$ cat config.mk
export PLATFORM = sky130hd
export DESIGN_NAME = vgbr_axis
export DESIGN_NICKNAME = d
export VERILOG_FILES = /design/src/hdl/vertex_grid_bilinear_resample_defines.svh /design/src/hdl/vgbr_pkg.sv /design/src/hdl/vgbr_axis.sv
export SDC_FILE = /design/constraint.sdc
export NUM_CORES = 1
export LEC_CHECK = 0
export BUFFER_PORTS_ARGS = -buffer_cell sky130_fd_sc_hd__buf_2
export CORE_MARGIN = 4
export CORE_UTILIZATION = 35
export CTS_CLUSTER_DIAMETER = 150
export CTS_CLUSTER_SIZE = 40
export DETAILED_ROUTE_END_ITERATION = 12
export MAX_ROUTING_LAYER = met4
export REMOVE_ABC_BUFFERS = 1
export SLEW_MARGIN = 20
export SYNTH_ARGS = -nofsm -noshare
export SYNTH_HDL_FRONTEND = slang
export SYNTH_SLANG_ARGS = --single-unit
$ cat constraint.sdc
create_clock -name clk -period 12.8 [get_ports clk]
set_input_delay 0.64 -clock clk [delete_from_list [all_inputs] [get_ports clk]]
set_output_delay 0.64 -clock clk [all_outputs]
set_load 0.005 [all_outputs]
$ cat src/hdl/vertex_grid_bilinear_resample_defines.svh
// Assertion macros for the bilinear resample block.
`ifndef VERTEX_GRID_BILINEAR_RESAMPLE_DEFINES_SVH
`define VERTEX_GRID_BILINEAR_RESAMPLE_DEFINES_SVH
`ifndef SYNTHESIS
`define VGBR_ASSERT_IMP(label, clk, rst_n, ante, cons) \
label: assert property (@(posedge clk) disable iff (!rst_n) (ante) |-> (cons)) \
	else $error("vgbr assertion failed");
`define VGBR_ASSERT_ALWAYS(label, clk, rst_n, expr) \
label: assert property (@(posedge clk) disable iff (!rst_n) (expr)) \
	else $error("vgbr invariant failed");
`else
`define VGBR_ASSERT_IMP(label, clk, rst_n, ante, cons)
`define VGBR_ASSERT_ALWAYS(label, clk, rst_n, expr)
`endif
`endif

$ cat src/hdl/vgbr_pkg.sv
package vgbr_pkg;

	localparam int MAX_SIDE    = 64;
	localparam int WEIGHT_BITS = 16;

	localparam int SIDE_W     = $clog2(MAX_SIDE);
	localparam int CFG_W      = SIDE_W + 1;
	localparam int CFG_IDX_W  = 2;
	localparam int CFG_DATA_W = 7;
	localparam int N_W        = 2 * SIDE_W;
	localparam int DIV_W      = N_W + WEIGHT_BITS;
	localparam int DIV_STEPS  = 4;
	localparam int DIV_STAGES = (DIV_W + DIV_STEPS - 1) / DIV_STEPS;
	localparam int PAD_W      = DIV_STAGES * DIV_STEPS;
	localparam int Q_W        = PAD_W - WEIGHT_BITS;
	localparam int WGT_W      = WEIGHT_BITS + 1;
	localparam int AX_LAT     = DIV_STAGES + 2;
	localparam int RESULT_LAT = AX_LAT + 5;

	localparam int NUM_BANKS  = 4;
	localparam int BANK_AW    = 2 * (SIDE_W - 1);
	localparam int BANK_DEPTH = 1 << BANK_AW;

	localparam int COORD_W = 32;
	localparam int VTX_W   = 2 * COORD_W;
	localparam int D_W     = COORD_W + 1;
	localparam int D11_W   = COORD_W + 2;
	localparam int WS_W    = WGT_W + 1;
	localparam int P1_W    = WS_W + D_W;
	localparam int P11_W   = WS_W + D11_W;
	localparam int T_W     = P11_W - WEIGHT_BITS;
	localparam int PQ_W    = WS_W + T_W;

	localparam logic [CFG_IDX_W-1:0] CFG_SRC_COLS = 2'd0;
	localparam logic [CFG_IDX_W-1:0] CFG_SRC_ROWS = 2'd1;
	localparam logic [CFG_IDX_W-1:0] CFG_TGT_COLS = 2'd2;
	localparam logic [CFG_IDX_W-1:0] CFG_TGT_ROWS = 2'd3;

	localparam logic OP_WRITE   = 1'b0;
	localparam logic OP_REQUEST = 1'b1;

	localparam logic STATUS_OK      = 1'b0;
	localparam logic STATUS_OUTSIDE = 1'b1;

	typedef logic [SIDE_W-1:0] side_idx_t;
	typedef logic [CFG_W-1:0]  side_cnt_t;

	typedef struct packed {
		side_idx_t        idx;
		logic [WGT_W-1:0] weight;
	} axis_t;

	typedef struct packed {
		logic                op;
		logic                wr_ok;
		logic                oob;
		side_idx_t           col;
		side_idx_t           row;
		logic [COORD_W-1:0]  x;
		logic [COORD_W-1:0]  y;
	} ctl_t;

endpackage

$ cat src/hdl/vgbr_axis.sv
module vgbr_axis import vgbr_pkg::*; (
	input  logic      clk,
	input  side_idx_t pos,
	input  side_cnt_t src,
	input  side_cnt_t tgt,
	output axis_t     res
);

	logic [SIDE_W-1:0] div_d;
	logic [SIDE_W-1:0] src_m1;
	logic [N_W-1:0]    prod;

	logic [PAD_W-1:0]  num_s [0:DIV_STAGES];
	logic [SIDE_W-1:0] rem_s [0:DIV_STAGES];
	logic [PAD_W-1:0]  step_num [0:DIV_STAGES-1];
	logic [SIDE_W-1:0] step_rem [0:DIV_STAGES-1];

	logic [Q_W-1:0] quo;

	assign div_d  = SIDE_W'(tgt - 1'b1);
	assign src_m1 = SIDE_W'(src - 1'b1);
	assign prod   = N_W'(pos) * N_W'(src_m1);

	// num holds the unused dividend bits on top and shifts quotient bits in below
	always_ff @(posedge clk) begin
		num_s[0] <= PAD_W'({prod, {WEIGHT_BITS{1'b0}}});
		rem_s[0] <= '0;
	end

	for (genvar k = 0; k < DIV_STAGES; k++) begin : g_div
		always_comb begin : step
			logic [SIDE_W:0]   r2;
			logic [SIDE_W-1:0] r;
			logic [PAD_W-1:0]  n;
			r  = rem_s[k];
			n  = num_s[k];
			r2 = '0;
			for (int j = 0; j < DIV_STEPS; j++) begin
				r2 = {r, n[PAD_W-1]};
				n  = {n[PAD_W-2:0], 1'b0};
				if (r2 >= {1'b0, div_d}) begin
					r2   = r2 - {1'b0, div_d};
					n[0] = 1'b1;
				end
				r = r2[SIDE_W-1:0];
			end
			step_num[k] = n;
			step_rem[k] = r;
		end

		always_ff @(posedge clk) begin
			num_s[k+1] <= step_num[k];
			rem_s[k+1] <= step_rem[k];
		end
	end

	assign quo = num_s[DIV_STAGES][PAD_W-1:WEIGHT_BITS];

	// clamp to the last cell with full weight
	always_ff @(posedge clk) begin
		if (quo >= Q_W'(src_m1)) begin
			res.idx    <= SIDE_W'(src - 2'd2);
			res.weight <= WGT_W'(1) << WEIGHT_BITS;
		end else begin
			res.idx    <= quo[SIDE_W-1:0];
			res.weight <= {1'b0, num_s[DIV_STAGES][WEIGHT_BITS-1:0]};
		end
	end

endmodule

==> impl_metrics.yaml, run 1 <==
floorplanning:
  rows: 73
  initial_core_util: 0.356
  die_area_um2: 44000
  fp.coreArea_um2: 40000
  io_pins: 44
  dieWidth_um: 210
  dieHeight_um: 210
logic_synthesis:
  ys_warn_count: 0
  postSynth.asyncResetShare: 0
  yosys-top-cells-area: "dfxtp_1, ha_1, xnor2_1, fa_1, a21oi_1"
  syn_inst: 1613
  synth_common_cells: "dfxtp_1, ha_1, inv_1"
  synth_edf_count: 0
  ys_ff_latch: 195
  synth-simple-area-share: 0.155
  synthAdderAreaFrac: 0.195
  synthFlopType: "dfxtp_1"
  yosysMostFrequentCell: "dfxtp_1"
  synth_xor_xnor_area_share: 0.0699
  synth_cell_type_count: 93
  syn_area_um2: 14200
  synth_top_family_by_area: "compound AO/OA/AOI/OAI gates"
  synth_compound_area_frac: 0.204
  synth_top_area_cell: "dfxtp_1"
  ys_seq_area_frac: 0.274
  syn_area_per_cell_um2: 8.83
  muxShareOfSynthArea: 0.0519
  synth_top_area_share: 0.274
final_layout:
  nNetsFinal: 1863
  multi_input_area_um2: 9630
  post-route-util: 0.391
  drive_gt1_frac: 0.107
  n_fill_cell: 4097
  num_antenna_cells: 0
  seqCellArea_um2: 3900
  syn_to_final_growth_pct: 9.96
  final_area_um2: 15700
global_routing:
  grt_first_pass_wirelength_um: 55800
  grt_usage: 0.159
  antenna_found_initial: 0
  grt-ovfl-total: 0
  grt_max_degree: 44
  grt_pass1_vias: 11100
worst_setup_path:
  worstPathRequired_ps: 13150
  r2r_slack_ps: 3620
  r2r_start: "num_s[0][83]"
  end_kind: "flip-flop"
  cp-start-kind: "input port"
  crit_arrival_ps: 10660
  critical_path_class: "in -> reg"
  reg2regPathDepth: 40
  r2r-end: "rem_s[3][2]"
  crit_path_frequent_cell: "ha_1"
  worstPathMaxFanout: 14
  cpMaxStageDelayCell: "xnor2_2"
  crit_path_max_incr_delay_ps: 530
sta:
  finalCritPeriodShare: 0.805
  skew_ps: 11.4
  whs_ps: 328
  worst_pin_slew_ps: 903
  grt_setup_unrepaired: "no"
  fmax_mhz: 97.0
  min_period_ps: 10310
  finalMaxSlewViolations: 0
  slew_headroom: 0.394
  setup_viol: 0
  hold_viol_final: 0
  fin_tns_setup_ps: 0
clock_tree:
  cts_hold_buf: 0
  clk_latency_ps: 470
  htreeDepth: 4
  numCtsBuffers: 17
  clkTransAtPathRegs_ps: 70
  cts_root_buffer: "clkbuf_16"
  cts_tree: "yes"
  cts_resized: 0
  cts_buffer_depth: 2
  cts_sinks: 195
  post-cts-setup-buffer-count: 0
hold_path:
  min_path_type: "reg -> reg"
  holdCritStartpoint: "num_s[1][56]"
  holdPathEnd: "num_s[1][88]"
  holdPathStages: 0
placement:
  hpwl_um: 25000
  dpl_cell_area_um2: 15000
  numPortBuffers: 41
  place_congestion: 0.863
route:
  drtPass1Iterations: 5
  avgViaCountPerCell: 5.29
  ant_nets: 0
  drc: 0
  drtIter0Drc: 656
  vias: 11600
  route.detailed.wl_per_inst_um: 15.5
  routed_wl_um: 33900
status:
  status: "finished, final reports clean"
job:
  cap_violations: 0
-- critical path, delay by kind of cell --
kind	cells	cell delay, ps
AOI/OAI and AO/OA	18	4790
and+or+nand+nor	9	1610
adders and majority gates	5	1560
buffers and inverters	8	1090
xor gates and xnor gates	1	530
muxes	2	410
-- per-layer routing --
layer | wire length [µm] | vias up | part of all wire | global-route usage
met1 | 16600 | 5456 | 0.49 | 0.210
li1 | - | 5837 | - | -
met5 | 0 | - | 0 | -
met3 | 1230 | 43 | 0.036 | 0.0241
met4 | 607 | 0 | 0.018 | 0.0466
met2 | 15500 | 214 | 0.46 | 0.254
-- cell usage in the layout (no fill, tap or decap), drive strengths merged, types with 10 or more instances in the layout --
cell type	count
a211oi	22
a21boi	10
a21o	40
a21oi	112
a31oi	20
and2	45
and3	17
buf	57
clkbuf	18
dfxtp	195
fa	28
ha	167
inv	141
maj3	12
mux2	40
mux2i	27
nand2	97
nand2b	28
nand3	29
nand4	14
nor2	91
nor2b	31
nor3	21
o211ai	15
o21a	12
o21ai	86
o21bai	20
or3	14
or4	10
xnor2	89
xor2	22
-- cell families (layout without fill, tap and decap cells) --
| logic type | Yosys count | after routing |
|---|---|---|
| flops | 195 | 195 |
| mux | 67 | 67 |
| compound gates | 424 | 424 |
| simple gates | 428 | 428 |
| buf+inv | 180 | 227 |
| fa+ha+maj | 207 | 207 |
| xor+xnor | 112 | 112 |
-- layout make-up --
| type | count | area share |
|---|---|---|
| multi-input combinational | 1238 | 0.615 |
| sequential | 195 | 0.249 |
| tap | 525 | 0.0419 |
| inverter | 138 | 0.0332 |
| clock buffer | 18 | 0.0274 |
| timing repair buffer | 57 | 0.0208 |
| clock inverter | 14 | 0.0124 |
-- state kept, by name, summed over array words and instances, names as in the netlist --
signal and cells:
res 23, rem_s 36, num_s 136
-- per-stage QoR --
stage               std cells  worst slack, ps
finish                   2185             2490
floorplan                1571             2610
CTS                      2185             2590
global route             2185             1560
detailed placement       2153             2120
global placement         2153             2250
-- worst max-delay path by stage --
stage,slack (ps),cells past startpoint,end,start
after floorplan,2610,37,rem_s[2][2],tgt[0]
after global placement,2250,43,rem_s[3][5],tgt[0]
after detailed placement,2120,43,rem_s[3][5],tgt[0]
after CTS,2590,43,rem_s[3][5],tgt[0]
after global routing,1560,43,rem_s[3][2],tgt[0]
final,2490,43,rem_s[3][2],tgt[0]
Power of run 1 is not shown: default switching activity piles up to over one toggle a cycle in this logic, so the estimate is an artifact.
==> run 2: changes to the inputs <==
==> constraint.sdc (replaced) <==
create_clock -name clk -period 9.7 [get_ports clk]
set_input_delay 0.485 -clock clk [delete_from_list [all_inputs] [get_ports clk]]
set_output_delay 0.485 -clock clk [all_outputs]
set_load 0.005 [all_outputs]
==> run 2 against run 1 <==
Effect of this change: global-route usage increased by 0.40 points; hold slack worse by 56 ps; via count about the same; sequential share of layout area down 0.22 points; critical path depth down 7; die area is the same; wire length rose by 1.0%; non-clock buffer count is 19 higher; design area is 0.89% higher; highest routed layer unchanged.
==> impl_metrics.yaml, run 2 (same netlist as run 1, synthesis figures left out) <==
worst_setup_path:
  critical_path_class: "in -> reg"
  crit_path_max_incr_delay_ps: 550
  critical-path-top-delay-family: "compound AO/OA/AOI/OAI gates"
  worstPathRequired_ps: 10040
  crit_buf_inv: 3
  crit_arrival_ps: 9320
  cpMaxStageDelayCell: "or4_4"
  worstPathMaxFanout: 10
  end_kind: "flip-flop"
  cp-start-kind: "input port"
route:
  drtPass1Iterations: 5
  avgViaCountPerCell: 5.24
  drtIter0Drc: 594
  routed_wl_um: 34300
  ant_nets: 0
  route.detailed.wl_per_inst_um: 15.6
  vias: 11500
  drc: 0
clock_tree:
  numCtsBuffers: 17
  post-cts-setup-buffer-count: 0
  clkTransAtPathRegs_ps: 70
  htreeDepth: 4
  cts_sinks: 195
  cts_tree: "yes"
  cts_root_buffer: "clkbuf_16"
  cts_resized: 0
  cts_hold_buf: 0
  clk_latency_ps: 450
  cts_buffer_depth: 2
floorplanning:
  initial_core_util: 0.356
  die_area_um2: 44000
  io_pins: 44
  fp.coreArea_um2: 40000
  dieWidth_um: 210
  rows: 73
  dieHeight_um: 210
global_routing:
  grt-ovfl-total: 0
  antenna_found_initial: 0
  grt_max_degree: 31
  grt_first_pass_wirelength_um: 57500
  grt_pass1_vias: 11500
  grt_usage: 0.163
placement:
  place_congestion: 0.869
  placed_cells: 2172
  hpwl_um: 25700
  numPortBuffers: 41
sta:
  whs_ps: 272
  worst_pin_slew_ps: 876
  hold_viol_final: 0
  min_period_ps: 8970
  grt_setup_unrepaired: "no"
  skew_ps: 9.54
  slew_headroom: 0.412
  fmax_mhz: 111
  finalMaxSlewViolations: 0
  setup_viol: 0
  fin_tns_setup_ps: 0
  finalCritPeriodShare: 0.925
final_layout:
  num_antenna_cells: 0
  reg.largest.list: "num_s x136, rem_s x36, res x23"
  regMostFlops: "num_s"
  layout.cells.non_filler: 2204
  largest_reg_flops: 136
  mostFrequentLayoutCells: "dfxtp_1, ha_1, inv_1, a21oi_1, nand2_1"
  post-route-util: 0.395
  nNetsFinal: 1882
  final_common_cell: "dfxtp_1"
  syn_to_final_growth_pct: 10.9
  n_fill_cell: 4041
  drive_gt1_frac: 0.120
status:
  status: "finished, final reports clean"
job:
  cap_violations: 0
hold_path:
  min_path_type: "in -> reg"
run 2: area by class of cell:
class	count	area [µm²]	area share
tap	525	657	0.0416
multi-input combinational	1238	9650	0.611
sequential	195	3900	0.247
clock inverter	14	159	0.0101
inverter	138	520	0.0329
clock buffer	18	429	0.0272
timing repair buffer	76	480	0.0304
run 2: per-stage QoR:
| step | instance area [µm²] | setup WS [ps] |
|---|---|---|
| CTS | 15800 | 613 |
| floorplan | 14000 | -335 |
| global route | 15800 | 45.6 |
| detailed placement | 15200 | 154 |
| finish | 15800 | 729 |
| global placement | 15200 | 301 |
run 2: worst paths after layout:
path / startpoint / end / cells after the start / slack [ps]
setup / recovery: tgt[1] / rem_s[5][4] / 36 / 730
hold / removal: src[1] / res[18] / 2 / 270
setup reg to reg: num_s[0][83] / rem_s[3][2] / 40 / 1330
hold reg to reg: num_s[1][12] / num_s[1][44] / 0 / 320
run 2: per-layer routing:
metal | vias to the layer above | track usage | part of all wire
met3 | 39 | 0.0256 | 0.034
met4 | 0 | 0.0432 | 0.016
met5 | - | - | 0
met1 | 5447 | 0.211 | 0.48
met2 | 181 | 0.268 | 0.47
li1 | 5874 | - | -
Power of run 2 is left out for the same reason.
==> run 3: changes to the inputs <==
==> constraint.sdc (replaced) <==
create_clock -name clk -period 8.9 [get_ports clk]
set_input_delay 0.445 -clock clk [delete_from_list [all_inputs] [get_ports clk]]
set_output_delay 0.445 -clock clk [all_outputs]
set_load 0.005 [all_outputs]
==> run 3 against run 2 <==
Effect of this change: final cell count up 1.6%; hold slack got worse by 43 ps; first-iteration DRC count is 17% higher; register-to-register slack got worse by 320 ps; die area stayed put; utilization rose by 0.73 points; sequential share of layout area decreased by 0.45 points; non-clock buffer count rose by 34; global-route usage is 0.27 points higher; clock-buffer cell count rose by 3.
==> impl_metrics.yaml, run 3 (same netlist as run 1, synthesis figures left out) <==
clock_tree:
  cts_resized: 0
  cts_root_buffer: "clkbuf_16"
  cts_sinks: 195
  htreeDepth: 4
  numCtsBuffers: 17
  cts_tree: "yes"
  post-cts-setup-buffer-count: 0
  cts_buffer_depth: 2
  clkTransAtPathRegs_ps: 70
  clk_latency_ps: 460
  cts_hold_buf: 0
worst_setup_path:
  worstPathMaxFanout: 5
  crit_buf_inv: 4
  crit_arrival_ps: 8670
  cpMaxStageDelayCell: "or4_4"
  critical_path_class: "in -> reg"
  worstPathRequired_ps: 9240
  end_kind: "flip-flop"
  cp-start-kind: "input port"
  critical-path-top-delay-family: "compound AO/OA/AOI/OAI gates"
  crit_path_max_incr_delay_ps: 540
route:
  met2_length_um: 16300
  drc: 0
  dr.max_layer_used: "met4"
  ant_nets: 0
  route.detailed.wl_per_inst_um: 15.7
  vias: 11700
  wl_met3_um: 1520
  drtIter0Drc: 694
  routed_wl_um: 35100
  drtPass1Iterations: 5
  drt-met1-wl_um: 16500
  avgViaCountPerCell: 5.24
sta:
  worst_pin_slew_ps: 854
  whs_ps: 229
  slew_headroom: 0.427
  grt_setup_unrepaired: "no"
  setup_viol: 0
  finalMaxSlewViolations: 0
  hold_viol_final: 0
  skew_ps: 8.60
  finalCritPeriodShare: 0.936
  fmax_mhz: 120
  min_period_ps: 8330
global_routing:
  grt_pass1_vias: 11700
  grt_max_degree: 33
  grt_usage: 0.166
  antenna_found_initial: 2
  grt_first_pass_wirelength_um: 58500
  grt-ovfl-total: 0
placement:
  numPortBuffers: 41
  hpwl_um: 26600
  place_congestion: 0.910
hold_path:
  min_path_type: "in -> reg"
floorplanning:
  die_area_um2: 44000
  initial_core_util: 0.356
  fp.coreArea_um2: 40000
  dieHeight_um: 210
  rows: 73
  io_pins: 44
  dieWidth_um: 210
final_layout:
  reg.largest.list: "num_s x136, rem_s x36, res x23"
  drive_gt1_frac: 0.137
  multi_input_area_um2: 9660
  regMostFlops: "num_s"
  seqCellArea_um2: 3900
  final_common_cell: "dfxtp_1"
  n_fill_cell: 4011
  nNetsFinal: 1916
  mostFrequentLayoutCells: "dfxtp_1, ha_1, inv_1, a21oi_1, nand2_1"
  syn_to_final_growth_pct: 13.0
  largest_reg_flops: 136
status:
  status: "finished, final reports clean"
job:
  cap_violations: 0
==> run 3: final timing paths <==
check	endpoint	cells after the start	slack, ps	startpoint
hold reg to reg	num_s[1][12]	0	330	num_s[0][92]
setup reg to reg	rem_s[3][2]	38	1010	num_s[0][83]
setup / recovery	rem_s[5][2]	37	570	tgt[1]
hold / removal	res[18]	2	230	src[1]
==> run 3: metrics by stage <==
step	utilization	worst slack, ps	TNS [ps]	instance area [µm²]	instances
global route	0.402	11.8	0	16100	2240
finish	0.402	571	0	16100	2240
floorplan	-	-1100	-21570	14000	1571
global placement	0.386	96.0	0	15500	2206
CTS	0.401	505	0	16100	2238
detailed placement	0.386	32.0	0	15500	2206
==> run 3: worst reg2reg max path, delay by kind of cell (launching register included) <==
kind,cells,cell delay [ps]
compound gates,17,3400
fa+ha+maj,4,1230
buf+inv,4,450
flops,1,360
mux,4,1140
simple gates,9,1190
==> run 3: area by class of cell <==
cell class,instances,area share
well taps,525,0.0408
clock inverters,11,0.00855
clock buffers,21,0.0286
flip-flops and latches,195,0.243
multi-input cells,1238,0.600
inverters,138,0.0323
diodes,2,0.000311
repair buffers,110,0.0465
==> run 3: routing by layer <==
layer  GRT usage  vias up
li1            -     5937
met1       0.208     5521
met2       0.271      227
met3      0.0303       59
met4      0.0551        0
met5           -        -
Power of run 3 is left out for the same reason.
